===== src/hw/rtl/sgc_pkg.sv =====
// Shared types and constants for the segment geometry pipeline.
// No dependencies.
package sgc_pkg;

  localparam int COORD_W = 32;
  localparam int LEN_W   = 33;
  localparam int SUM_W   = 65;
  localparam int SQC_W   = 67;
  localparam int NUM_W   = 63;
  localparam int QUO_W   = 31;
  localparam int TAN_W   = 32;
  localparam int CX_W    = 50;
  localparam int Z_W     = 34;
  localparam int SQ_N    = 33;
  localparam int DIV_N   = 31;

  localparam logic [30:0] INV_2SQRT2_Q32 = 31'd1518500250;
  localparam logic signed [Z_W-1:0] HALF_PI_Q30 = 34'sd1686629713;
  localparam logic signed [Z_W-1:0] PI_Q29      = 34'sd1686629713;
  localparam logic [QUO_W-1:0] ONE_Q30 = 31'd1073741824;

  localparam logic signed [Z_W-1:0] ATAN_Q30 [32] = '{
    34'sd843314857, 34'sd497837829, 34'sd263043837, 34'sd133525159,
    34'sd67021687, 34'sd33543516, 34'sd16775851, 34'sd8388437,
    34'sd4194283, 34'sd2097149, 34'sd1048576, 34'sd524288, 34'sd262144,
    34'sd131072, 34'sd65536, 34'sd32768, 34'sd16384, 34'sd8192, 34'sd4096,
    34'sd2048, 34'sd1024, 34'sd512, 34'sd256, 34'sd128, 34'sd64, 34'sd32,
    34'sd16, 34'sd8, 34'sd4, 34'sd2, 34'sd1, 34'sd0};

  typedef struct packed {
    logic [15:0]               element_index;
    logic signed [COORD_W-1:0] start_x;
    logic signed [COORD_W-1:0] start_y;
    logic signed [COORD_W-1:0] end_x;
    logic signed [COORD_W-1:0] end_y;
    logic                      interp_order;
  } elem_t;

  typedef struct packed {
    logic [15:0]               tag_index;
    logic [LEN_W-1:0]          seg_length;
    logic signed [TAN_W-1:0]   tangent_x;
    logic signed [TAN_W-1:0]   tangent_y;
    logic signed [31:0]        angle;
    logic signed [COORD_W-1:0] mid_x;
    logic signed [COORD_W-1:0] mid_y;
    logic signed [COORD_W-1:0] colloc0_x;
    logic signed [COORD_W-1:0] colloc0_y;
    logic signed [COORD_W-1:0] colloc1_x;
    logic signed [COORD_W-1:0] colloc1_y;
  } geo_t;

  typedef struct packed {
    logic [15:0]               tag;
    logic signed [COORD_W-1:0] mid_x;
    logic signed [COORD_W-1:0] mid_y;
    logic signed [COORD_W-1:0] c0_x;
    logic signed [COORD_W-1:0] c0_y;
    logic signed [COORD_W-1:0] c1_x;
    logic signed [COORD_W-1:0] c1_y;
    logic [COORD_W-1:0]        ux;
    logic [COORD_W-1:0]        uy;
    logic                      neg_x;
    logic                      neg_y;
  } side_t;

endpackage


===== src/hw/rtl/sgc_sqrt_cell.sv =====
// One bit of the restoring square root: tries root + 2^BIT_POS.
// Depends on sgc_pkg.
module sgc_sqrt_cell #(
  parameter int BIT_POS = 0
) (
  input  logic                       clk,
  input  logic                       en,
  input  logic [sgc_pkg::SUM_W-1:0]  rem_in,
  input  logic [sgc_pkg::LEN_W-1:0]  root_in,
  output logic [sgc_pkg::SUM_W-1:0]  rem_out,
  output logic [sgc_pkg::LEN_W-1:0]  root_out
);
  import sgc_pkg::*;

  logic [SQC_W-1:0] trial;
  logic [SQC_W-1:0] rem_ext;
  logic             take;

  assign trial   = (SQC_W'(root_in) << (BIT_POS + 1)) + (SQC_W'(1) << (2 * BIT_POS));
  assign rem_ext = SQC_W'(rem_in);
  assign take    = rem_ext >= trial;

  always_ff @(posedge clk) begin
    if (en) begin
      rem_out  <= take ? SUM_W'(rem_ext - trial) : rem_in;
      root_out <= take ? (root_in | (LEN_W'(1) << BIT_POS)) : root_in;
    end
  end

endmodule


===== config.mk =====
export PLATFORM = sky130hd
export DESIGN_NAME = sgc_sqrt_cell
export DESIGN_NICKNAME = d
export VERILOG_FILES = /design/src/hw/rtl/sgc_pkg.sv /design/src/hw/rtl/sgc_sqrt_cell.sv
export SDC_FILE = /design/constraint.sdc
export NUM_CORES = 1
export LEC_CHECK = 0
export BUFFER_PORTS_ARGS = -buffer_cell sky130_fd_sc_hd__buf_4
export CAP_MARGIN = 20
export CORE_ASPECT_RATIO = 0.7
export CORE_UTILIZATION = 58
export CTS_BUF_LIST = sky130_fd_sc_hd__clkbuf_2
export CTS_CLUSTER_DIAMETER = 60
export DETAILED_ROUTE_END_ITERATION = 8
export GPL_ROUTABILITY_DRIVEN = 0
export GPL_TIMING_DRIVEN = 0
export PLACE_DENSITY = 0.88
export SLEW_MARGIN = 20
export SYNTH_ARGS = -nofsm -noshare
export SYNTH_HDL_FRONTEND = slang
export SYNTH_SLANG_ARGS = --single-unit

===== constraint.sdc =====
create_clock -name clk -period 7 [get_ports clk]
set_input_delay 0.7 -clock clk [delete_from_list [all_inputs] [get_ports clk]]
set_output_delay 0.7 -clock clk [all_outputs]
set_load 0.03 [all_outputs]

After elaboration in Yosys (flattened, before gate mapping)
Cells that the tools add are included.
Cells by class
  $add $sub $neg: 2
  magnitude comparators: 1
  multiplexer cells: 1
Operators with widths (number)
  $ge 65x35->1: 1
  $mux 65: 1
  $sub 65x35->65: 1
  $add 34x1->35 const B: 1
Word-level totals
  output and inout port bits: 98
  logic and storage cells: 7
  input port bits: 100
  flip-flop bits (word level): 98

Logic depth before layout (Yosys ltp)
  depth after elaboration: 3
  mapped depth: 15
  mapped depth without buffers: 10

Least setup slack after synthesis
No wires, ideal clock.
  kind: input-to-reg
  start: input port root_in[6] (netlist name)
  end: register rem_out[39] (netlist name) (data pin)
  stages: 11
  data required time: 6.738 ns
  buffers on the path: 1
  setup time: 0.262 ns
  setup slack: 3.767 ns
  arrival: 2.971 ns
  cell sequence: inv_1 ha_1 clkbuf_1 a21o_1 a311o_1 a22oi_1 nand4_1 a21oi_2 nand2_1 or3_1 mux2_1
Between the ends
  word-level cells in the longest chain between the ends: 3
  elaborated cells between the ends (all ways): 4
  those cells by class: 2 x add/sub; 1 x order compare; 1 x mux
Ends and longest elaborated chain
  start: declaration: line sgc_sqrt_cell.sv:9  | input logic [sgc_pkg::LEN_W-1:0] root_in,
  $add 34x1->35 *: line sgc_sqrt_cell.sv:19  | assign trial = (SQC_W'(root_in) << (BIT_POS + 1)) + (SQC_W'(1) << (2 * BIT_POS));
  $sub 65x35->65 or $ge 65x35->1 (tied branches): line sgc_sqrt_cell.sv:25, sgc_sqrt_cell.sv:21
  $mux 65 *: line sgc_sqrt_cell.sv:25  | rem_out <= take ? SUM_W'(rem_ext - trial) : rem_in;
  end signal: assignment: line sgc_sqrt_cell.sv:25
  end: declaration: line sgc_sqrt_cell.sv:10  | output logic [sgc_pkg::SUM_W-1:0] rem_out,
Every way passes the cells marked *; elsewhere a longest branch is shown, timed or not.
A chain may end at the register's enable or synchronous reset.

Worst setup path after layout
  start: input port rem_in[7] (netlist name)
  end: register rem_out[31] (netlist name) (data pin)
Between the ends
  word-level cells in the longest chain between the ends: 2
  elaborated cells between the ends (all ways): 3
  those cells by class: 1 x add/sub; 1 x order compare; 1 x mux
Ends and longest elaborated chain
  start: declaration: line sgc_sqrt_cell.sv:8  | input logic [sgc_pkg::SUM_W-1:0] rem_in,
  $sub 65x35->65 or $ge 65x35->1 (tied branches): line sgc_sqrt_cell.sv:25, sgc_sqrt_cell.sv:21
  $mux 65 *: line sgc_sqrt_cell.sv:25
Marked as above.

==> results.cfg <==
[critical_path]
path_cells = buf_4, ha_1, clkbuf_1, a21o_1, a311o_1, a22oi_1, nand4_1, a21oi_2, nand4_1, clkbuf_1, nor2_1, a21oi_1
crit_buf_inv = 3
crit_type = input pin to flop
cp-start-kind = input pin
slowest_stage = nand4_1
slowest_delay_ns = 0.50
cp.required_ns = 7.38
crit_arrival_ns = 3.95
worst-path-max-fanout = 10
cp-end-kind = flop
crit_family = compound AO/OA/AOI/OAI gates

[cts]
cts-root-buf = clkbuf_2
clk_path_buf_depth = 2
cts_resized = 0
post_cts_buffers = 0
numCtsBuffers = 9
cts.sinks = 98
clk_pin_slew_ns = 0.30
cts-hold-fix-buffers = 0
htreeDepth = 3
tritoncts = yes

[logic_synthesis]
yosysWarnings = 0
synthDistinctLibCells = 60
syn_avg_cell_area_um2 = 9.549
synth_cells = 677
synthArstFlopShare_pct = 0
yosys_most_used_dff = edfxtp_1
synth_edf_count = 98
ys_seq_elements = 98
synth_area_um2 = 6465
synth_fp_nets = 812
synth-seq-area-share_pct = 45.52

[final_layout]
drive_gt1_share_pct = 27.77
area_growth_pct = 27.25
final_cell_area_um2 = 8227
nets = 1016
multi_input_area_um2 = 3168
ff_latch_area_um2 = 2943
antenna_cells = 0
nFillCells = 723

[pwr]
p_int_mw = 1.025
peakVddDrop_v = 0.0001526
clock_power_share_pct = 18.9
seqPwrFrac_pct = 46.6
switching_power_uw = 573.3
powerDensity_nw_per_um2 = 194.3
p_leak_nw = 3.464
p_sw_share_pct = 35.87
combPwrFrac_pct = 34.5

[global_route]
first_global_vias = 5811
grt_use_met2_pct = 48.60
use_met1_pct = 44.70
antenna_found_initial = 0
grt.busiest_layer = met2
grt_use_met3_pct = 6.339
grt.total_usage_pct = 31.51
grt_max_degree = 99
grt_pass1_wl_mm = 28.72
grt_remaining_overflow = 0

[min_path]
holdPathEnd = root_out[12]
min_from = root_in[12]
min_path_type = input pin to flop
holdPathStages = 1

[floorplan]
die_h_um = 90.33
io_pins = 198
core_um2 = 10590
initial_core_util_pct = 61.05
die_area_um2 = 11580
row_count = 31
die_w_um = 128.2

[detailed_routing]
drt_iter0_drc = 635
vias = 6202
wl_per_cell_um = 17.64
wirelength_mm = 18.24
drcViolationCount = 0
routed_via_density = 5.998
drt_pass1_iterations = 6
ant_nets = 0

[timing]
rsz0062_at_grt = false
fin_crit_ns = 3.571
maxSlewViolCount = 0
slew_headroom_pct = 40.83
max_freq_mhz = 280.0
finalSetupViolCount = 0
hold_viol = 0
whs_ns = 0.2132
setup_tns_ns = 0
finalCritPeriodShare_pct = 51.02
tightest_slew_ns = 0.8876

[status]
status = finished, final reports clean

[placed_design]
dpl_cell_area_um2 = 8099
place_hpwl_mm = 13.81
io_buffers = 193

[run]
drv_cap = 0
## how the worst max path moves through the flow
stage	start	to	slack [ns]	depth (start not counted)
floorplan	root_in[6]	rem_out[39]	3.77	11
CTS	rem_in[7]	rem_out[27]	3.59	12
finish	rem_in[7]	rem_out[31]	3.43	12
detailed placement	rem_in[7]	rem_out[31]	2.91	12
global placement	rem_in[7]	rem_out[31]	2.99	12
global route	rem_in[7]	rem_out[31]	3.43	12
## sequential cells by signal, summed over array words and instances (netlist names)
| name | cells |
|---|---|
| rem_out | 65 |
| root_out | 33 |
## cell usage after synthesis (all sizes together) (4+ instances only)
cell,number,share of area (%)
a211oi,7,0.81
a21o,21,2.4
a21oi,52,4.1
and2,4,0.39
and3,4,0.39
buf,15,1.6
clkbuf,19,1.1
edfxtp,98,46
ha,34,6.6
inv,47,2.7
mux2,8,1.4
nand2,68,3.9
nand2b,7,0.68
nand3,20,1.5
nand4,18,1.7
nor2,56,3.3
nor3,15,1.2
nor4,11,1.3
o2111ai,5,0.68
o211ai,5,0.58
o21ai,56,4.3
o21bai,6,0.70
or2,5,0.48
or3,8,0.77
or4,8,0.99
xnor2,24,3.3
xor2,20,2.7
## per-stage QoR
| step | std cells | total power, mW | util (%) | worst slack (ns) |
|---|---|---|---|---|
| after floorplan | 677 | 1.087 | - | 3.767 |
| after detailed placement | 1018 | 1.299 | 76.49 | 2.912 |
| final | 1034 | 1.598 | 77.69 | 3.429 |
| after global routing | 1034 | 1.659 | 77.69 | 3.427 |
| after CTS | 1034 | 1.594 | 77.66 | 3.590 |
| after global placement | 1018 | 1.284 | 76.49 | 2.986 |
## cell usage in the layout (no fill, tap or decap), drive strengths merged, types with 11 or more instances in the layout
cell	instances
a21o	21
a21oi	52
buf	208
clkbuf	29
edfxtp	98
ha	34
inv	49
nand2	68
nand3	20
nand4	18
nor2	56
nor3	15
nor4	11
o21ai	56
xnor2	24
xor2	20
## cell families (layout without fill, tap and decap cells)
family                     after synthesis  after routing  share of synthesized area [%]
AOI/OAI and AO/OA                      174            174                          16.35
xor gates and xnor gates                44             44                          5.961
adders and majority gates               35             35                          6.890
buffers and inverters                   81            290                          5.477
DFF                                     98             98                          45.52
muxes                                    8              8                          1.394
and+or+nand+nor                        237            237                          18.41
## area by class of cell
class,instances,share of cell area (%)
multi-input cells,498,38.51
flip-flops and latches,98,35.77
repair buffers,193,17.66
well taps,148,2.251
plain buffers,34,2.160
inverters,47,2.144
clock inverters,6,0.8973
clock buffers,10,0.6084
## per-layer routing
layer	wire, um	vias to the layer above
met3	2158	64
met2	8099	440
li1	-	2884
met5	0	-
met1	7506	2814
met4	478	0
## power groups by stage
stage	Sequential [mW]	Clock, mW	Combinational (mW)
after floorplan	0.889	0	0.199
after global placement	0.756	0	0.529
after detailed placement	0.758	0	0.541
after CTS	0.745	0.304	0.545
after global routing	0.750	0.322	0.587
final	0.744	0.303	0.551
No activity file was read; power rests on OpenSTA's default activity.
