**config.mk**
```make
export PLATFORM = sky130hd
export DESIGN_NAME = sgc_div_cell
export DESIGN_NICKNAME = d
export VERILOG_FILES = /design/src/hw/rtl/sgc_pkg.sv /design/src/hw/rtl/sgc_div_cell.sv
export SDC_FILE = /design/constraint.sdc
export NUM_CORES = 1
export LEC_CHECK = 0
export ABC_AREA = 1
export BUFFER_PORTS_ARGS = -buffer_cell sky130_fd_sc_hd__buf_2
export CAP_MARGIN = 30
export CORE_MARGIN = 4
export CORE_UTILIZATION = 25
export DETAILED_ROUTE_END_ITERATION = 10
export PLACE_DENSITY = 0.49
export SETUP_SLACK_MARGIN = 0.05
export SLEW_MARGIN = 15
export SYNTH_ARGS = -nofsm -noshare
export SYNTH_HDL_FRONTEND = slang
export SYNTH_SLANG_ARGS = --single-unit
```
**constraint.sdc**
```tcl
create_clock -name clk -period 2.65 [get_ports clk]
set_clock_uncertainty 0.1 [all_clocks]
set_input_delay 0.1325 -clock clk [delete_from_list [all_inputs] [get_ports clk]]
set_output_delay 0.1325 -clock clk [all_outputs]
set_load 0.1 [all_outputs]
```
**src/hw/rtl/sgc_pkg.sv**
```systemverilog
// Shared types and constants for the segment geometry pipeline.
// No dependencies.
package sgc_pkg;

  localparam int COORD_W = 32;
  localparam int LEN_W   = 33;
  localparam int SUM_W   = 65;
  localparam int SQC_W   = 67;
  localparam int NUM_W   = 63;
  localparam int QUO_W   = 31;
  localparam int TAN_W   = 32;
  localparam int CX_W    = 50;
  localparam int Z_W     = 34;
  localparam int SQ_N    = 33;
  localparam int DIV_N   = 31;

  localparam logic [30:0] INV_2SQRT2_Q32 = 31'd1518500250;
  localparam logic signed [Z_W-1:0] HALF_PI_Q30 = 34'sd1686629713;
  localparam logic signed [Z_W-1:0] PI_Q29      = 34'sd1686629713;
  localparam logic [QUO_W-1:0] ONE_Q30 = 31'd1073741824;

  localparam logic signed [Z_W-1:0] ATAN_Q30 [32] = '{
    34'sd843314857, 34'sd497837829, 34'sd263043837, 34'sd133525159,
    34'sd67021687, 34'sd33543516, 34'sd16775851, 34'sd8388437,
    34'sd4194283, 34'sd2097149, 34'sd1048576, 34'sd524288, 34'sd262144,
    34'sd131072, 34'sd65536, 34'sd32768, 34'sd16384, 34'sd8192, 34'sd4096,
    34'sd2048, 34'sd1024, 34'sd512, 34'sd256, 34'sd128, 34'sd64, 34'sd32,
    34'sd16, 34'sd8, 34'sd4, 34'sd2, 34'sd1, 34'sd0};

  typedef struct packed {
    logic [15:0]               element_index;
    logic signed [COORD_W-1:0] start_x;
    logic signed [COORD_W-1:0] start_y;
    logic signed [COORD_W-1:0] end_x;
    logic signed [COORD_W-1:0] end_y;
    logic                      interp_order;
  } elem_t;

  typedef struct packed {
    logic [15:0]               tag_index;
    logic [LEN_W-1:0]          seg_length;
    logic signed [TAN_W-1:0]   tangent_x;
    logic signed [TAN_W-1:0]   tangent_y;
    logic signed [31:0]        angle;
    logic signed [COORD_W-1:0] mid_x;
    logic signed [COORD_W-1:0] mid_y;
    logic signed [COORD_W-1:0] colloc0_x;
    logic signed [COORD_W-1:0] colloc0_y;
    logic signed [COORD_W-1:0] colloc1_x;
    logic signed [COORD_W-1:0] colloc1_y;
  } geo_t;

  typedef struct packed {
    logic [15:0]               tag;
    logic signed [COORD_W-1:0] mid_x;
    logic signed [COORD_W-1:0] mid_y;
    logic signed [COORD_W-1:0] c0_x;
    logic signed [COORD_W-1:0] c0_y;
    logic signed [COORD_W-1:0] c1_x;
    logic signed [COORD_W-1:0] c1_y;
    logic [COORD_W-1:0]        ux;
    logic [COORD_W-1:0]        uy;
    logic                      neg_x;
    logic                      neg_y;
  } side_t;

endpackage

```
**src/hw/rtl/sgc_div_cell.sv**
```systemverilog
// One quotient bit of the restoring divider: subtracts divisor << BIT_POS.
// Depends on sgc_pkg.
module sgc_div_cell #(
  parameter int BIT_POS = 0
) (
  input  logic                       clk,
  input  logic                       en,
  input  logic [sgc_pkg::NUM_W-1:0]  rem_in,
  input  logic [sgc_pkg::QUO_W-1:0]  quo_in,
  input  logic [sgc_pkg::LEN_W-1:0]  len_in,
  output logic [sgc_pkg::NUM_W-1:0]  rem_out,
  output logic [sgc_pkg::QUO_W-1:0]  quo_out,
  output logic [sgc_pkg::LEN_W-1:0]  len_out
);
  import sgc_pkg::*;

  logic [NUM_W:0] dsh;
  logic           take;

  assign dsh  = (NUM_W+1)'(len_in) << BIT_POS;
  assign take = {1'b0, rem_in} >= dsh;

  always_ff @(posedge clk) begin
    if (en) begin
      rem_out <= take ? NUM_W'({1'b0, rem_in} - dsh) : rem_in;
      quo_out <= take ? (quo_in | (QUO_W'(1) << BIT_POS)) : quo_in;
      len_out <= len_in;
    end
  end

endmodule

```
======== After elaboration in Yosys (flattened, before gate mapping) ========
Index checks and enable logic that the tools add are counted.
Widths: inputs -> output; s select.
word-level totals
  flip-flop bits (word level) ............. 127
  bits of input ports ..................... 129
cells by class
  add/subtract/negate cells ............... 1
  $lt $le $gt $ge ......................... 1
  multiplexer cells ....................... 1
operators with widths
  cell            count
  $ge 63x33->1    1
  $mux 63         1
  $sub 63x33->63  1

======== Logic depth before layout (Yosys ltp) ========
Gate-level depths: netlist (run 1).
  word-level depth ........................ 2
  mapped depth ............................ 19
  mapped depth without buffers ............ 17

======== Least setup slack after synthesis (run 1) ========
Ideal clock, no wire load.
  kind .................................... input-to-reg
  start ................................... in len_in[2] (netlist bit)
  end ..................................... reg rem_out[10] (netlist bit) (data pin)
  library setup time ...................... 258 ps
  data arrival time ....................... 1,680 ps
  data required time ...................... 2,292 ps
  slack ................................... 612 ps
  cell stages on the path ................. 19
  buffers on the path ..................... 2
  path through ............................ inv_1 -> ha_1 -> nand2_1 -> inv_2 -> nand2_2 -> nand2_2 -> nand2_2 -> nand2_2 -> nand2_2 -> nand2_2 -> nand2_1 -> nand2_2 -> nand2_2 -> nand2_4 -> inv_2 -> buf_6 -> buf_6 -> nand2_2 -> o21ai_1
on the way
  word-level cells in the longest chain between the ends .. 2
  elaborated cells between the ends (all ways) .. 3
  classes of those cells .................. 1 x add/sub; 1 x order compare; 1 x mux
RTL lines
  item                                                   line                                    text
  start, declared                                        sgc_div_cell.sv:10                      input logic [sgc_pkg::LEN_W-1:0] len_in,
  $sub 63x33->63 / $ge 63x33->1 (equally long branches)  sgc_div_cell.sv:25, sgc_div_cell.sv:21
  $mux 63 *                                              sgc_div_cell.sv:25                      rem_out <= take ? NUM_W'({1'b0, rem_in} - dsh) : rem_in;
  end signal, assigned                                   sgc_div_cell.sv:25
  end, declared                                          sgc_div_cell.sv:11                      output logic [sgc_pkg::NUM_W-1:0] rem_out,
Mark *: on every way between the ends. The rest lies on a longest branch, timed or not.
A chain may end at the register's enable or synchronous reset.

======== Worst setup path in the final report (run 1) ========
  start ................................... in rem_in[7] (netlist bit)
  end ..................................... reg rem_out[0] (netlist bit) (data pin)
on the way
  word-level cells in the longest chain between the ends .. 2
RTL lines
  item             line                text
  start, declared  sgc_div_cell.sv:8   input logic [sgc_pkg::NUM_W-1:0] rem_in,
  $ge 63x33->1     sgc_div_cell.sv:21  assign take = {1'b0, rem_in} >= dsh;
  $mux 63          sgc_div_cell.sv:25
Every way passes these cells.

==> results.sh, run 1 <==
export IMPL_outcome="finished, final reports clean"
export IMPL_critPathKind="in2reg"
export IMPL_grt_pass1_wl_um=51300
export IMPL_layout_common_cells="nand2_1 (410), buf_2 (254), inv_1 (218)"
export IMPL_cts_setup_buffers=0
export IMPL_synth_seq_cells=127
export IMPL_synth_area_um2=8660
export IMPL_clk_path_buf_depth=2
export IMPL_grtUsageTotal_pct=17.6
export IMPL_leakage_nw=6.04
export IMPL_cp_end_kind="register"
export IMPL_start_util_pct=25.6
export IMPL_worst_pin_slew_ns=0.531
export IMPL_fin_util_pct=37.2
export IMPL_drtPass1Iterations=4
export IMPL_via_count=8786
export IMPL_rsz0062_at_grt="yes"
export IMPL_drive_above_1_share_pct=25.9
export IMPL_wl_um=33700
export IMPL_fp_row_count=67
export IMPL_numCtsBuffers=17
export IMPL_slew_viol_final=0
export IMPL_synthToLayoutAreaGrowth_pct=45.7
export IMPL_filler_cell_count=3662
export IMPL_path_cells="dlygate4sd3_1, buf_2, ha_1, nand2_1, nor2_2, nand4_1, nor3_4, a21oi_2, nand2_4, inv_6, clkbuf_16, nand2_1, o21ai_0"
export IMPL_hpwl_um=27400
export IMPL_hold_path_class="in2reg"
export IMPL_crit_path_start_kind="input port"
export IMPL_final_common_cell="nand2_1"
export IMPL_gp_congestion=0.928
export IMPL_fin_tns_setup_ns=0
export IMPL_syn_num_nets=1334
export IMPL_fin_crit_ns=2.50
export IMPL_grt_antenna_before_repair=0
export IMPL_overflow=0
export IMPL_dp_slack_ns=0.0354
export IMPL_yosys_warnings=0
export IMPL_drt_iter0_markers=492
export IMPL_setup_slack_ns=0.152
export IMPL_n_antenna_cell=0
export IMPL_h_tree_depth=4
export IMPL_period_share_pct=94.3
export IMPL_slew_headroom_pct=64.6
export IMPL_tritoncts="yes"
export IMPL_max_freq_mhz=400
export IMPL_synth_cell_types=29
export IMPL_dieHeight_um=194
export IMPL_final_nets=1748
export IMPL_core_um2=33900
export IMPL_path_clk_slew_ns=0.06
export IMPL_max_stage_delay_ns=0.54
export IMPL_critPathMostFrequentCell="nand2_1"
export IMPL_async_reset_ff_share_pct=0
export IMPL_grt_max_degree=48
export IMPL_powerDensity_nw_per_um2=606
export IMPL_cp_required_ns=2.73
export IMPL_wl_per_cell_um=16.5
export IMPL_antenna_left=0
export IMPL_cap_violations=0
export IMPL_viasPerCell=4.30
export IMPL_total_power_mw=7.64
export IMPL_remaining_drc_errors=0
export IMPL_ys_flop_type="edfxtp_1"
export IMPL_ys_seq_area_share_pct=44.1
export IMPL_crit_slowest_cell="dlygate4sd3_1"
export IMPL_synth_edf_count=127
export IMPL_cp_max_fo=13
export IMPL_die_area_um2=37700
export IMPL_grt_pass1_vias=9029
export IMPL_hold_violations=0
export IMPL_chipWidth_um=194
export IMPL_ir_worst_vdd_mv=0.430
export IMPL_cts_sinks=127
export IMPL_syn_area_per_cell_um2=7.40
export IMPL_ios=256
export IMPL_finalSetupViolCount=0
export IMPL_hold_path_depth=3
export IMPL_portBuffers=255
export IMPL_synthCells=1170
export IMPL_cts_root_buffer="clkbuf_16"
export IMPL_worst_ep_arrival_time_ns=2.58
kinds of logic (layout without fill, tap and decap cells):
group	count (synthesis)	count (layout)	synth area share, %
compound gates	82	82	5.95
xor+xnor	24	24	2.43
fa+ha+maj	35	35	5.15
buf+inv	234	659	10.7
flops	127	127	44.1
simple gates	668	668	31.7
where the power goes:
group | internal (mW) | leakage [nW] | switching (mW)
combinational | 0.634 | 4.54 | 2.26
clock | 1.28 | 0.253 | 0.950
sequential | 2.46 | 1.24 | 0.0503
total | 4.38 | 6.04 | 3.26
final cells by class:
cell class / count / area (um^2) / share of cell area (%)
repair buffers: 405 / 2810 / 22.3
multi-input cells: 809 / 4040 / 32.1
clock inverters: 12 / 113 / 0.893
inverters: 224 / 846 / 6.71
flip-flops and latches: 127 / 3810 / 30.2
well taps: 448 / 561 / 4.44
clock buffers: 18 / 429 / 3.40
registers in the layout (all words and copies together), names as in the netlist:
signal   cells
len_out     33
quo_out     31
rem_out     63
layer usage:
layer / up-vias / part of all wire, % / global-route usage [%]
met3: 29 / 4.4 / 3.49
met5: - / 0 / 0
met1: 4027 / 47 / 23.1
li1: 4490 / - / -
met4: 0 / 2.0 / 5.23
met2: 240 / 47 / 29.5
worst max-delay path, delay by kind of cell:
family / cells / cell delay (ns)
compound gates: 2 / 0.17
buf+inv: 4 / 0.93
simple gates: 6 / 0.94
fa+ha+maj: 1 / 0.37
path summary, 6_finish.rpt:
kind        from                     to  slack (ns)
max    rem_in[7]   rem_out[0]$_DFFE_PP_        0.15
min   rem_in[36]  rem_out[36]$_DFFE_PP_        0.02
through the flow:
stage	cell area (um^2)	hold slack [ns]	std cells
2_1_floorplan	8660	0.131	1170
5_1_grt	12600	0.0143	2043
3_3_place_gp	10700	0.210	1896
4_1_cts	12400	0.0000170	2041
6_report	12600	0.0210	2043
3_5_place_dp	10700	0.211	1896
Yosys cell counts (6+ instances only):
master	instances	share of area, %
nand2_2	19	1.4
nor2_1	118	5.1
ha_1	34	4.9
nand2_1	420	18
buf_6	6	0.78
nand3_1	69	4.0
o21ai_1	12	0.69
inv_1	219	9.5
nand4_1	8	0.58
nor3_1	13	0.75
a21oi_2	26	2.6
edfxtp_1	127	44
or2_2	7	0.51
a21oi_1	29	1.7
xor2_1	8	0.81
o21ai_0	12	0.69
xnor2_1	16	1.6
repair_timing:
action	CTS	global route
gates resized for setup	0	41
endpoints found under the setup margin	0	61
hold buffers	115	0
endpoints found under the hold margin	115	0
Power figures use the tool's default switching activity.
==> run 2, diff against run 1 <==
CORE_ASPECT_RATIO = 1.4   (was default)
==> run 2 against run 1 <==
  * Power is 1.6% higher
  * Sequential cell count stayed put
  * Global-route usage fell by 0.074 points
  * Design area up 2.2%
  * Critical path depth grew 2
  * Core utilization up 0.52 points
  * Fmax shrank 3.1%
  * Worst hold slack better by 0.0034 ns
  * Clock-buffer cell count unchanged
  * Die area grew 0.11%
  * Largest cell class unchanged
  * Worst setup slack got worse by 0.079 ns
==> results.sh, run 2 (synthesis results as in run 1) <==
export IMPL_outcome="finished, final reports clean"
export IMPL_cts_sinks=127
export IMPL_core_um2=34100
export IMPL_powerDensity_nw_per_um2=602
export IMPL_hold_path_class="in2reg"
export IMPL_hpwl_um=27900
export IMPL_die_area_um2=37700
export IMPL_worst_ep_arrival_time_ns=2.66
export IMPL_remaining_drc_errors=0
export IMPL_final_area_um2=12900
export IMPL_fin_crit_ns=2.58
export IMPL_slew_headroom_pct=56.5
export IMPL_portBuffers=255
export IMPL_dpl_cell_count=1916
export IMPL_crit_path_start_kind="input port"
export IMPL_top_register="rem_out"
export IMPL_max_stage_delay_ns=0.55
export IMPL_grt_antenna_before_repair=1
export IMPL_min_delay_start="rem_in[37]"
export IMPL_final_nets=1763
export IMPL_slew_viol_final=0
export IMPL_synthToLayoutAreaGrowth_pct=48.9
export IMPL_via_count=8705
export IMPL_largestRegisters="rem_out: 63 flops, len_out: 33 flops, quo_out: 31 flops"
export IMPL_cp_max_fo=10
export IMPL_leakage_nw=6.16
export IMPL_clk_path_buf_depth=2
export IMPL_tritoncts="yes"
export IMPL_start_util_pct=25.4
export IMPL_place_area_um2=10900
export IMPL_path_cells="dlygate4sd3_1, buf_2, inv_1, ha_2, nand2_1, nor2_1, nor2_2, nand2_1, a21oi_1, nand2_2, nand2_4, nand2_4, buf_12, buf_4, or2_2"
export IMPL_h_tree_depth=4
export IMPL_hold_path_depth=3
export IMPL_n_antenna_cell=0
export IMPL_wl_um=33900
export IMPL_hold_violations=0
export IMPL_gp_congestion=0.876
export IMPL_crit_slowest_cell="dlygate4sd3_1"
export IMPL_drive_above_1_share_pct=27.5
export IMPL_viasPerCell=4.22
export IMPL_worst_pin_slew_ns=0.653
export IMPL_drtPass1Iterations=7
export IMPL_antenna_left=0
export IMPL_fin_cells=2063
export IMPL_fp_row_count=80
export IMPL_rsz0062_at_grt="yes"
export IMPL_critPathKind="in2reg"
export IMPL_cap_violations=0
export IMPL_grt_pass1_wl_um=49400
export IMPL_numCtsBuffers=17
export IMPL_largest_register_ffs=63
export IMPL_grt_pass1_vias=9027
export IMPL_path_clk_slew_ns=0.06
export IMPL_max_freq_mhz=388
export IMPL_cp_end_kind="register"
export IMPL_grt_max_degree=60
export IMPL_drt_iter0_markers=420
export IMPL_hold_path_end="rem_out[37]$_DFFE_PP_"
export IMPL_fin_tns_setup_ns=0
export IMPL_final_common_cell="nand2_1"
export IMPL_chipWidth_um=165
export IMPL_period_share_pct=97.3
export IMPL_layout_common_cells="nand2_1 (411), buf_2 (254), inv_1 (218)"
export IMPL_wl_per_cell_um=16.4
export IMPL_dieHeight_um=228
export IMPL_cp_required_ns=2.73
export IMPL_cts_root_buffer="clkbuf_16"
export IMPL_finalSetupViolCount=0
export IMPL_grtUsageTotal_pct=17.5
export IMPL_ios=256
export IMPL_ir_worst_vdd_mv=0.436
export IMPL_overflow=0
[run 2: final cells by class]
class,count,area [um^2]
clock buffers,18,429
well taps,451,564
clock inverters,14,143
fillers,3662,21200
repair buffers,420,2880
inverters,224,841
multi-input cells,809,4220
flip-flops and latches,127,3810
[run 2: how the worst max path moves through the flow]
stage | start | to | depth (start not counted)
floorplan | len_in[2] | rem_out[10]$_DFFE_PP_ | 19
global placement | len_in[31] | rem_out[34]$_DFFE_PP_ | 10
detailed placement | len_in[31] | rem_out[34]$_DFFE_PP_ | 10
CTS | rem_in[20] | quo_out[0]$_SDFFCE_PP1P_ | 15
global route | len_in[21] | rem_out[31]$_DFFE_PP_ | 17
finish | len_in[29] | quo_out[0]$_SDFFCE_PP1P_ | 15
[run 2: repair_timing]
item                                    in CTS  in global routing
hold buffers                               111                  0
buffers inserted                             0                  3
endpoints found under the setup margin       0                 63
hold endpoints to repair                   111                  0
resized for setup                            0                 51
[run 2: power by group]
group,leakage (nW),internal [mW],switching [mW]
Sequential,1.24,2.46,0.0468
Clock,0.278,1.38,0.924
Combinational,4.64,0.676,2.28
Total,6.16,4.52,3.25
[run 2: stage by stage]
stage          hold WS [ns]  worst slack, ns  utilization (%)  power (mW)
2_1_floorplan         0.131            0.612                -        4.63
6_report             0.0244           0.0727             37.8        7.76
3_5_place_dp          0.211           0.0367             31.8        5.33
5_1_grt              0.0201           0.0186             37.8        8.11
3_3_place_gp          0.210           0.0193             31.8        5.32
4_1_cts            0.000418           0.0519             36.7        7.82
[run 2: routing by layer]
metal	track usage [%]	share of wire, %	vias to the layer above
met5	0	0	-
met4	4.99	1.8	0
met3	3.21	4.1	31
met2	34.9	56	167
met1	18.1	38	3976
li1	-	-	4531
[run 2: critical path: cells and delay by family]
family / cells / cell delay, ns
fa+ha+maj: 1 / 0.30
buf+inv: 5 / 1.05
simple gates: 8 / 1.02
compound gates: 1 / 0.15
