==> src/hw/rtl/sgc_pkg.sv <==
// Shared types and constants for the segment geometry pipeline.
// No dependencies.
package sgc_pkg;

  localparam int COORD_W = 32;
  localparam int LEN_W   = 33;
  localparam int SUM_W   = 65;
  localparam int SQC_W   = 67;
  localparam int NUM_W   = 63;
  localparam int QUO_W   = 31;
  localparam int TAN_W   = 32;
  localparam int CX_W    = 50;
  localparam int Z_W     = 34;
  localparam int SQ_N    = 33;
  localparam int DIV_N   = 31;

  localparam logic [30:0] INV_2SQRT2_Q32 = 31'd1518500250;
  localparam logic signed [Z_W-1:0] HALF_PI_Q30 = 34'sd1686629713;
  localparam logic signed [Z_W-1:0] PI_Q29      = 34'sd1686629713;
  localparam logic [QUO_W-1:0] ONE_Q30 = 31'd1073741824;

  localparam logic signed [Z_W-1:0] ATAN_Q30 [32] = '{
    34'sd843314857, 34'sd497837829, 34'sd263043837, 34'sd133525159,
    34'sd67021687, 34'sd33543516, 34'sd16775851, 34'sd8388437,
    34'sd4194283, 34'sd2097149, 34'sd1048576, 34'sd524288, 34'sd262144,
    34'sd131072, 34'sd65536, 34'sd32768, 34'sd16384, 34'sd8192, 34'sd4096,
    34'sd2048, 34'sd1024, 34'sd512, 34'sd256, 34'sd128, 34'sd64, 34'sd32,
    34'sd16, 34'sd8, 34'sd4, 34'sd2, 34'sd1, 34'sd0};

  typedef struct packed {
    logic [15:0]               element_index;
    logic signed [COORD_W-1:0] start_x;
    logic signed [COORD_W-1:0] start_y;
    logic signed [COORD_W-1:0] end_x;
    logic signed [COORD_W-1:0] end_y;
    logic                      interp_order;
  } elem_t;

  typedef struct packed {
    logic [15:0]               tag_index;
    logic [LEN_W-1:0]          seg_length;
    logic signed [TAN_W-1:0]   tangent_x;
    logic signed [TAN_W-1:0]   tangent_y;
    logic signed [31:0]        angle;
    logic signed [COORD_W-1:0] mid_x;
    logic signed [COORD_W-1:0] mid_y;
    logic signed [COORD_W-1:0] colloc0_x;
    logic signed [COORD_W-1:0] colloc0_y;
    logic signed [COORD_W-1:0] colloc1_x;
    logic signed [COORD_W-1:0] colloc1_y;
  } geo_t;

  typedef struct packed {
    logic [15:0]               tag;
    logic signed [COORD_W-1:0] mid_x;
    logic signed [COORD_W-1:0] mid_y;
    logic signed [COORD_W-1:0] c0_x;
    logic signed [COORD_W-1:0] c0_y;
    logic signed [COORD_W-1:0] c1_x;
    logic signed [COORD_W-1:0] c1_y;
    logic [COORD_W-1:0]        ux;
    logic [COORD_W-1:0]        uy;
    logic                      neg_x;
    logic                      neg_y;
  } side_t;

endpackage

==> src/hw/rtl/sgc_cordic_cell.sv <==
// One vectoring CORDIC micro-rotation, driving y toward zero.
// Depends on sgc_pkg.
module sgc_cordic_cell #(
  parameter int STAGE = 0
) (
  input  logic                              clk,
  input  logic                              en,
  input  logic signed [sgc_pkg::CX_W-1:0]   x_in,
  input  logic signed [sgc_pkg::CX_W-1:0]   y_in,
  input  logic signed [sgc_pkg::Z_W-1:0]    z_in,
  output logic signed [sgc_pkg::CX_W-1:0]   x_out,
  output logic signed [sgc_pkg::CX_W-1:0]   y_out,
  output logic signed [sgc_pkg::Z_W-1:0]    z_out
);
  import sgc_pkg::*;

  logic signed [CX_W-1:0] xs;
  logic signed [CX_W-1:0] ys;

  assign xs = x_in >>> STAGE;
  assign ys = y_in >>> STAGE;

  always_ff @(posedge clk) begin
    if (en) begin
      if (!y_in[CX_W-1]) begin
        x_out <= x_in + ys;
        y_out <= y_in - xs;
        z_out <= z_in + ATAN_Q30[STAGE];
      end else begin
        x_out <= x_in - ys;
        y_out <= y_in + xs;
        z_out <= z_in - ATAN_Q30[STAGE];
      end
    end
  end

endmodule

==> config.mk <==
export PLATFORM = sky130hd
export DESIGN_NAME = sgc_cordic_cell
export DESIGN_NICKNAME = d
export VERILOG_FILES = /design/src/hw/rtl/sgc_pkg.sv /design/src/hw/rtl/sgc_cordic_cell.sv
export SDC_FILE = /design/constraint.sdc
export NUM_CORES = 1
export LEC_CHECK = 0
export ABC_CLOCK_PERIOD_IN_PS = 9700
export BUFFER_PORTS_ARGS = -buffer_cell sky130_fd_sc_hd__buf_2
export CORE_MARGIN = 5
export CORE_UTILIZATION = 60
export DETAILED_ROUTE_END_ITERATION = 8
export GPL_TIMING_DRIVEN = 1
export PLACE_DENSITY = 0.85
export SYNTH_ARGS = -nofsm -noshare
export SYNTH_HDL_FRONTEND = slang
export SYNTH_SLANG_ARGS = --single-unit
==> constraint.sdc <==
create_clock -name clk -period 9.7 [get_ports clk]
set_clock_uncertainty 0.2 [all_clocks]
set_input_delay 1.455 -clock clk [delete_from_list [all_inputs] [get_ports clk]]
set_output_delay 1.455 -clock clk [all_outputs]
set_load 0.01 [all_outputs]
======== After elaboration in Yosys (flattened, before gate mapping) ========
Cells that the tools add are included.
word-level totals
  register bits after elaboration ......... 134
  output and inout bits ................... 134
  bits of input ports ..................... 136
cells by class
  mux-type cells .......................... 3
  add/sub/neg operators ................... 5
operators by type and width
  kind                                                                   number
  50-bit 2-to-1 mux                                                      2
  50-bit subtractor                                                      2
  50-bit adder                                                           1
  34-bit by 31-bit adder with 34-bit output, second input constant       1
  34-bit 2-to-1 mux                                                      1
  34-bit by 31-bit subtractor with 34-bit output, second input constant  1

======== Longest topological paths before layout ========
Gate-level depths: netlist of run 1.
  depth after elaboration ................. 2
  gate-level depth with buffers ........... 14

======== Worst setup path before layout of run 1 ========
Ideal clock, no wire load.
  kind .................................... input to register
  start point ............................. in y_in[49] (netlist bit)
  end point ............................... reg z_out[30] (netlist bit), data pin
  data required time ...................... 9235 ps
  cell stages on the path ................. 14
  path slack .............................. 4441 ps
  arrival time ............................ 4793 ps
  cells stage by stage .................... clkbuf_1 > clkinv_1 > clkbuf_1 > buf_1 > ha_1 > and3_1 > a221oi_1 > nand3_1 > a22o_1 > a21oi_1 > nor3_1 > o21ai_0 > o21ai_0 > xor2_1
between the ends
  longest elaborated chain between the ends .. 1
ends and longest elaborated chain
  element                 RTL line               source
  start: declaration      sgc_cordic_cell.sv:9   input logic signed [sgc_pkg::CX_W-1:0] y_in,
  34-bit 2-to-1 mux       sgc_cordic_cell.sv:25  if (!y_in[CX_W-1]) begin
  end signal: assignment  sgc_cordic_cell.sv:28  z_out <= z_in + ATAN_Q30[STAGE];
  end signal: assignment  sgc_cordic_cell.sv:32  z_out <= z_in - ATAN_Q30[STAGE];
  end: declaration        sgc_cordic_cell.sv:13  output logic signed [sgc_pkg::Z_W-1:0] z_out
No other way between the ends.
A chain may end at the register's enable or synchronous reset.

======== Final worst setup path of run 1 ========
  start point ............................. in y_in[49] (netlist bit)
  end point ............................... reg z_out[32] (netlist bit), data pin
The elaborated chain is that of the path after synthesis.

==> out/summary.txt, run 1 <==
Die H -> 169 microns
largest cells by area after synthesis -> edfxtp_1 26%, ha_1 16%, a21oi_1 7.6%, xnor2_1 6.0%, o21ai_0 4.6%
Worst Path Class, Setup -> primary input to flip-flop
final hold violations -> 0
DR top layer -> met4
die span in x -> 169 microns
area occupied by multi-input gates -> 0.0102 sq mm
initial antenna violation count -> 1
first-pass iteration count of the detailed router -> 8
met2 wire length -> 24,200 microns
top-area cell type share of the netlist area -> 26.4%
max_cap viols -> 0
antenna viol nets, final -> 0
grt total ovfl -> 0
RSZ-0062 raised after global routing -> false
commonest non-fill, non-tap cell in the layout -> buf_2
metal3 WL -> 5470 microns
Post-Syn Instances -> 1,835
xor/xnor cell area share of the yosys netlist -> 7.30%
post-route cell area -> 0.0172 sq mm
Finished Core Util -> 68.7%
Distinct cells, synth -> 79
Async SR Flop Fraction -> 0%
syn_area_per_cell -> 8.24 sq um
final setup fails -> 0
clock sink total -> 133
Die Area -> 0.0285 sq mm
Leakage Power -> 0.00772 uW
postcts setup bufs -> 0
Layout area overhead -> 13.5%
Clock Tree Buf Depth -> 2
HP Start -> z_in[0]
sequential share of the synthesized area -> 26.4%
met1 WL -> 21,800 microns
CP max FO -> 72
Main synth FF type -> edfxtp_1
top-level I/O count -> 270
total number of vias -> 15,600
status -> completed
Fill cells -> 2,078
CTS tree -> done
post-synthesis compound-gate area fraction -> 27.5%
vias in the first global route -> 14,800
synth warn -> 0
Post-CTS Resized -> 0
# hold bufs at CTS -> 0
mapped cell area -> 0.0151 sq mm
Site Rows -> 58
Setup TNS -> 0 ns
worst hold path depth -> 2
root buffer cell -> clkbuf_16
Detailed Route WL -> 53,800 microns
initial DRC count -> 2,096
Seq cells post-synth -> 133
Crit path required time -> 9.68 ns
Power Total -> 2500 uW
Synth Area in Simple Gates -> 14.6%
GR Util All Layers -> 35.9%
Core Box Area -> 0.0250 sq mm
mux contribution to synthesized area -> 1.73%
Max Clk Rate -> 189 MHz
commonest non-fill, non-tap cells in the layout -> 267 x buf_2, 231 x a21oi_1, 192 x ha_1
VDD IR max -> 0.108 mV
EDFF count, synth -> 133
DRC Markers -> 0
Mapped Nets -> 2,167
minimum clock period -> 5.30 ns
CP Capture Type -> flip-flop
first-pass GRT wire length -> 81,300 microns
area leader, netlist -> edfxtp_1
H-tree levels -> 4
WP data arrival -> 5.28 ns
Rel. slew slack -> 27.6%
placed cells -> 2,360
Final Instance Count excl. Fillers -> 2,394
largest family of logic cells by synthesized area -> compound AO/OA/AOI/OAI gates
clock-pin slew on the worst setup and hold paths -> 0.07 ns
post-DP HPWL -> 42,300 microns
GPL Wtd Cong -> 1.07
Hold WC Path Type -> primary input to flip-flop
FF/Latch Area -> 0.00399 sq mm
Setup crit start kind -> primary input
total clock buffers created by CTS -> 17
share of layout cells above drive strength 1 -> 16.2%
Endpoint, Worst Hold -> z_out[0]
Vias/cell -> 6.53
adder-cell share of the synthesized area -> 16.4%
Starting Density -> 60.6%
placed cell areas -> 0.0166 sq mm
P per Cell Area -> 146 mW/mm^2
largest net degree at the start of global routing -> 74
final period utilization -> 54.7%
Max Slew Vio Count -> 0
Worst Tran Pin Value -> 1.07 ns
WL per Instance -> 22.5 microns
Port Buf Inserts -> 269
Nets -> 2,381
==> power breakdown <==
part	switching (uW)	internal (uW)	leakage, uW
clock	312	388	0.000287
sequential	29.7	768	0.00130
combinational	641	363	0.00613
==> kinds of logic (layout without fill, tap and decap cells) <==
kind of cell / count (synthesis) / in the layout
DFF: 133 / 133
muxes: 26 / 26
adders and majority gates: 196 / 196
buffers and inverters: 229 / 456
other: 0 / 2
and+or+nand+nor: 459 / 459
AOI/OAI and AO/OA: 666 / 666
xor gates and xnor gates: 126 / 126
==> layout make-up <==
type / instances / area share (%)
clock inverters: 14 / 0.955
well taps: 330 / 2.41
clock buffers: 18 / 2.50
inverters: 152 / 3.32
multi-input cells: 1473 / 59.5
flip-flops and latches: 133 / 23.3
repair buffers: 272 / 8.01
diodes: 2 / 0.0292
==> registers in the layout, indices dropped and copies added, names as in the netlist <==
| register | flops |
|---|---|
| z_out | 34 |
| x_out | 50 |
| y_out | 49 |
==> worst max-delay path: stages <==
cell and delay [ns]:
buf_4 0.63, inv_2 0.26, buf_4 0.47, ha_1 0.54, o211ai_1 0.14, a211oi_1 0.27, a22o_1 0.23, a21oi_1 0.13
nor3_1 0.42, o21ai_0 0.27, o31ai_1 0.33, xor2_1 0.10
==> cells in the mapped netlist (5+ instances only) <==
master and instances:
or2_2 9, ha_1 192, a221oi_1 11, buf_2 18
and3_1 10, nor3b_1 7, nor3_1 36, a2111oi_0 7
or4_1 7, o21ai_0 140, edfxtp_1 133, or3_1 10
nand2b_1 9, and2_1 8, a21o_1 66, nand3_1 25
mux2i_1 25, inv_1 144, nor4_1 16, nand2_1 113
a21boi_0 9, a21oi_1 231, o21bai_1 44, a211oi_1 15
nand4_1 33, buf_4 7, clkbuf_1 35, nor2_1 142
xor2_1 22, buf_1 16, o21a_1 18, xnor2_1 104
o31ai_1 22, a211o_1 5, o22ai_1 6, inv_2 5
a31oi_1 19, o211ai_1 20, nor2b_1 21
==> through the flow <==
| stage | worst slack, ns | hold slack (ns) |
|---|---|---|
| global route | 4.25 | 1.12 |
| CTS | 4.50 | 1.09 |
| finish | 4.40 | 1.09 |
| global placement | 4.16 | 1.53 |
| detailed placement | 4.04 | 1.54 |
| floorplan | 4.44 | 1.37 |
==> how the worst max path moves through the flow <==
stage	from	to	slack, ns	cells after the start
2_1_floorplan	y_in[49]	z_out[30]	4.44	14
3_3_place_gp	y_in[49]	z_out[32]	4.16	12
3_5_place_dp	y_in[49]	z_out[32]	4.04	12
4_1_cts	y_in[49]	z_out[32]	4.50	12
6_report	y_in[49]	z_out[32]	4.40	12
5_1_grt	y_in[49]	z_out[32]	4.25	12
==> layer usage <==
| metal | vias to the layer above | global-route usage [%] |
|---|---|---|
| met2 | 1042 | 58.0 |
| met5 | - | 0 |
| met4 | 0 | 14.5 |
| li1 | 7118 | - |
| met1 | 7300 | 48.5 |
| met3 | 166 | 5.60 |
(Power assumes the default switching activity.)
==> inputs of run 2 (changes only) <==
--- a/config.mk
+++ b/config.mk
@@ -5,13 +5,13 @@
 export SDC_FILE = /design/constraint.sdc
 export NUM_CORES = 1
 export LEC_CHECK = 0
-export ABC_CLOCK_PERIOD_IN_PS = 9700
+export ABC_CLOCK_PERIOD_IN_PS = 4950
 export BUFFER_PORTS_ARGS = -buffer_cell sky130_fd_sc_hd__buf_2
 export CORE_MARGIN = 5
-export CORE_UTILIZATION = 60
+export CORE_UTILIZATION = 58
 export DETAILED_ROUTE_END_ITERATION = 8
 export GPL_TIMING_DRIVEN = 1
-export PLACE_DENSITY = 0.85
+export PLACE_DENSITY = 0.82
 export SYNTH_ARGS = -nofsm -noshare
 export SYNTH_HDL_FRONTEND = slang
 export SYNTH_SLANG_ARGS = --single-unit
==> constraint.sdc (replaced) <==
create_clock -name clk -period 4.95 [get_ports clk]
set_clock_uncertainty 0.2 [all_clocks]
set_input_delay 0.7425 -clock clk [delete_from_list [all_inputs] [get_ports clk]]
set_output_delay 0.7425 -clock clk [all_outputs]
set_load 0.01 [all_outputs]
==> out/summary.txt, run 2 (synthesis results as in run 1) <==
grt total ovfl -> 0
worst hold path depth -> 2
Worst Tran Pin Value -> 1.09 ns
Fill cells -> 2,191
critical path depth in cells -> 12
Endpoint, Worst Hold -> z_out[0]
Layout area overhead -> 15.5%
Die H -> 171 microns
share of layout cells above drive strength 1 -> 17.6%
Rel. slew slack -> 26.9%
HP Start -> z_in[0]
final setup fails -> 0
die span in x -> 171 microns
clock-pin slew on the worst setup and hold paths -> 0.07 ns
Crit path required time -> 4.93 ns
P per Cell Area -> 287 mW/mm^2
Max Clk Rate -> 231 MHz
max_cap viols -> 0
Worst Path Class, Setup -> primary input to flip-flop
Top Registers -> x_out: 50 flops, y_out: 49 flops, z_out: 34 flops
antenna viol nets, final -> 0
RSZ-0062 raised after global routing -> false
clock sink total -> 133
hold slack -> 0.385 ns
Port Buf Inserts -> 269
total number of vias -> 15,800
final hold violations -> 0
post-route cell area -> 0.0175 sq mm
top-level I/O count -> 270
status -> completed
first-pass GRT wire length -> 83,800 microns
H-tree levels -> 4
VDD IR max -> 0.284 mV
GPL Wtd Cong -> 1.05
Setup crit start kind -> primary input
first-pass iteration count of the detailed router -> 7
CP max FO -> 6
crit path cell chain -> buf_2 > inv_1 > ha_1 > a21o_1 > a21oi_1 > a21oi_1 > o41ai_1 > o31ai_1 > a21oi_1 > o221a_2 > mux2i_1 > xnor2_1
vias in the first global route -> 15,200
Post-CTS Resized -> 0
postcts setup bufs -> 0
Worst Path Buf+Inv -> 2
WL per Instance -> 22.6 microns
Max Slew Vio Count -> 0
register bank with the most flops -> x_out
placed cell areas -> 0.0168 sq mm
Worst path most repeated cell -> a21oi_1
Hold WC Path Type -> primary input to flip-flop
slowest CP cell -> o41ai_1
Core Box Area -> 0.0258 sq mm
CP delay by family, top -> compound AO/OA/AOI/OAI gates
post-DP HPWL -> 43,900 microns
Detailed Route WL -> 54,900 microns
crit-path max cell delay -> 0.85 ns
initial antenna violation count -> 1
Site Rows -> 59
Finished Core Util -> 67.6%
total clock buffers created by CTS -> 17
Starting Density -> 58.5%
CTS tree -> done
# hold bufs at CTS -> 0
Die Area -> 0.0294 sq mm
commonest non-fill, non-tap cell in the layout -> buf_2
Setup WS pre-CTS -> 0.413 ns
Vias/cell -> 6.49
minimum clock period -> 4.33 ns
CP Capture Type -> flip-flop
WP data arrival -> 4.32 ns
number of flip-flops in the largest register -> 50
initial DRC count -> 1,995
final period utilization -> 87.5%
Leakage Power -> 0.00790 uW
post-route setup slack -> 0.616 ns
Setup TNS -> 0 ns
DRC Markers -> 0
commonest non-fill, non-tap cells in the layout -> 267 x buf_2, 231 x a21oi_1, 192 x ha_1
largest net degree at the start of global routing -> 92
GR Util All Layers -> 36.2%
root buffer cell -> clkbuf_16
Clock Tree Buf Depth -> 2
Nets -> 2,413
-- run 2: worst max path at each step --
stage              from         to  slack (ns)
6_report        x_in[4]  y_out[44]        0.62
5_1_grt         x_in[2]  y_out[44]        0.62
4_1_cts         x_in[4]  y_out[44]        0.87
3_5_place_dp    x_in[4]  y_out[44]        0.41
3_3_place_gp    x_in[4]  y_out[44]        0.47
2_1_floorplan  y_in[49]  z_out[30]        0.40
-- run 2: through the flow --
step           power (uW)  std cells
6_report             5020       2430
5_1_grt              5230       2430
4_1_cts              4980       2429
3_5_place_dp         3530       2397
3_3_place_gp         3500       2397
2_1_floorplan        2810       1835
-- run 2: cell type report --
class	instances	area, sq um	share of cell area [%]
Multi-Input combinational cell	1473	10200	58.5
Sequential cell	133	3990	22.9
Timing Repair Buffer	304	1630	9.32
Inverter	152	571	3.27
Clock buffer	17	425	2.44
Tap cell	335	419	2.40
Clock inverter	15	211	1.21
Antenna cell	1	2.50	0.0143
-- run 2: per-layer routing --
| layer | up-vias | wire (microns) | track usage, % |
|---|---|---|---|
| li1 | 7184 | - | - |
| met1 | 7411 | 22200 | 48.0 |
| met2 | 1023 | 25100 | 59.3 |
| met3 | 162 | 5560 | 6.85 |
| met4 | 0 | 2060 | 13.0 |
| met5 | - | 0 | 0 |
-- run 2: power breakdown --
part / switching, uW / total [uW] / leakage [uW] / internal, uW
clock: 630 / 1450 / 0.000310 / 822
combinational: 1260 / 2000 / 0.00629 / 737
sequential: 61.0 / 1560 / 0.00130 / 1500
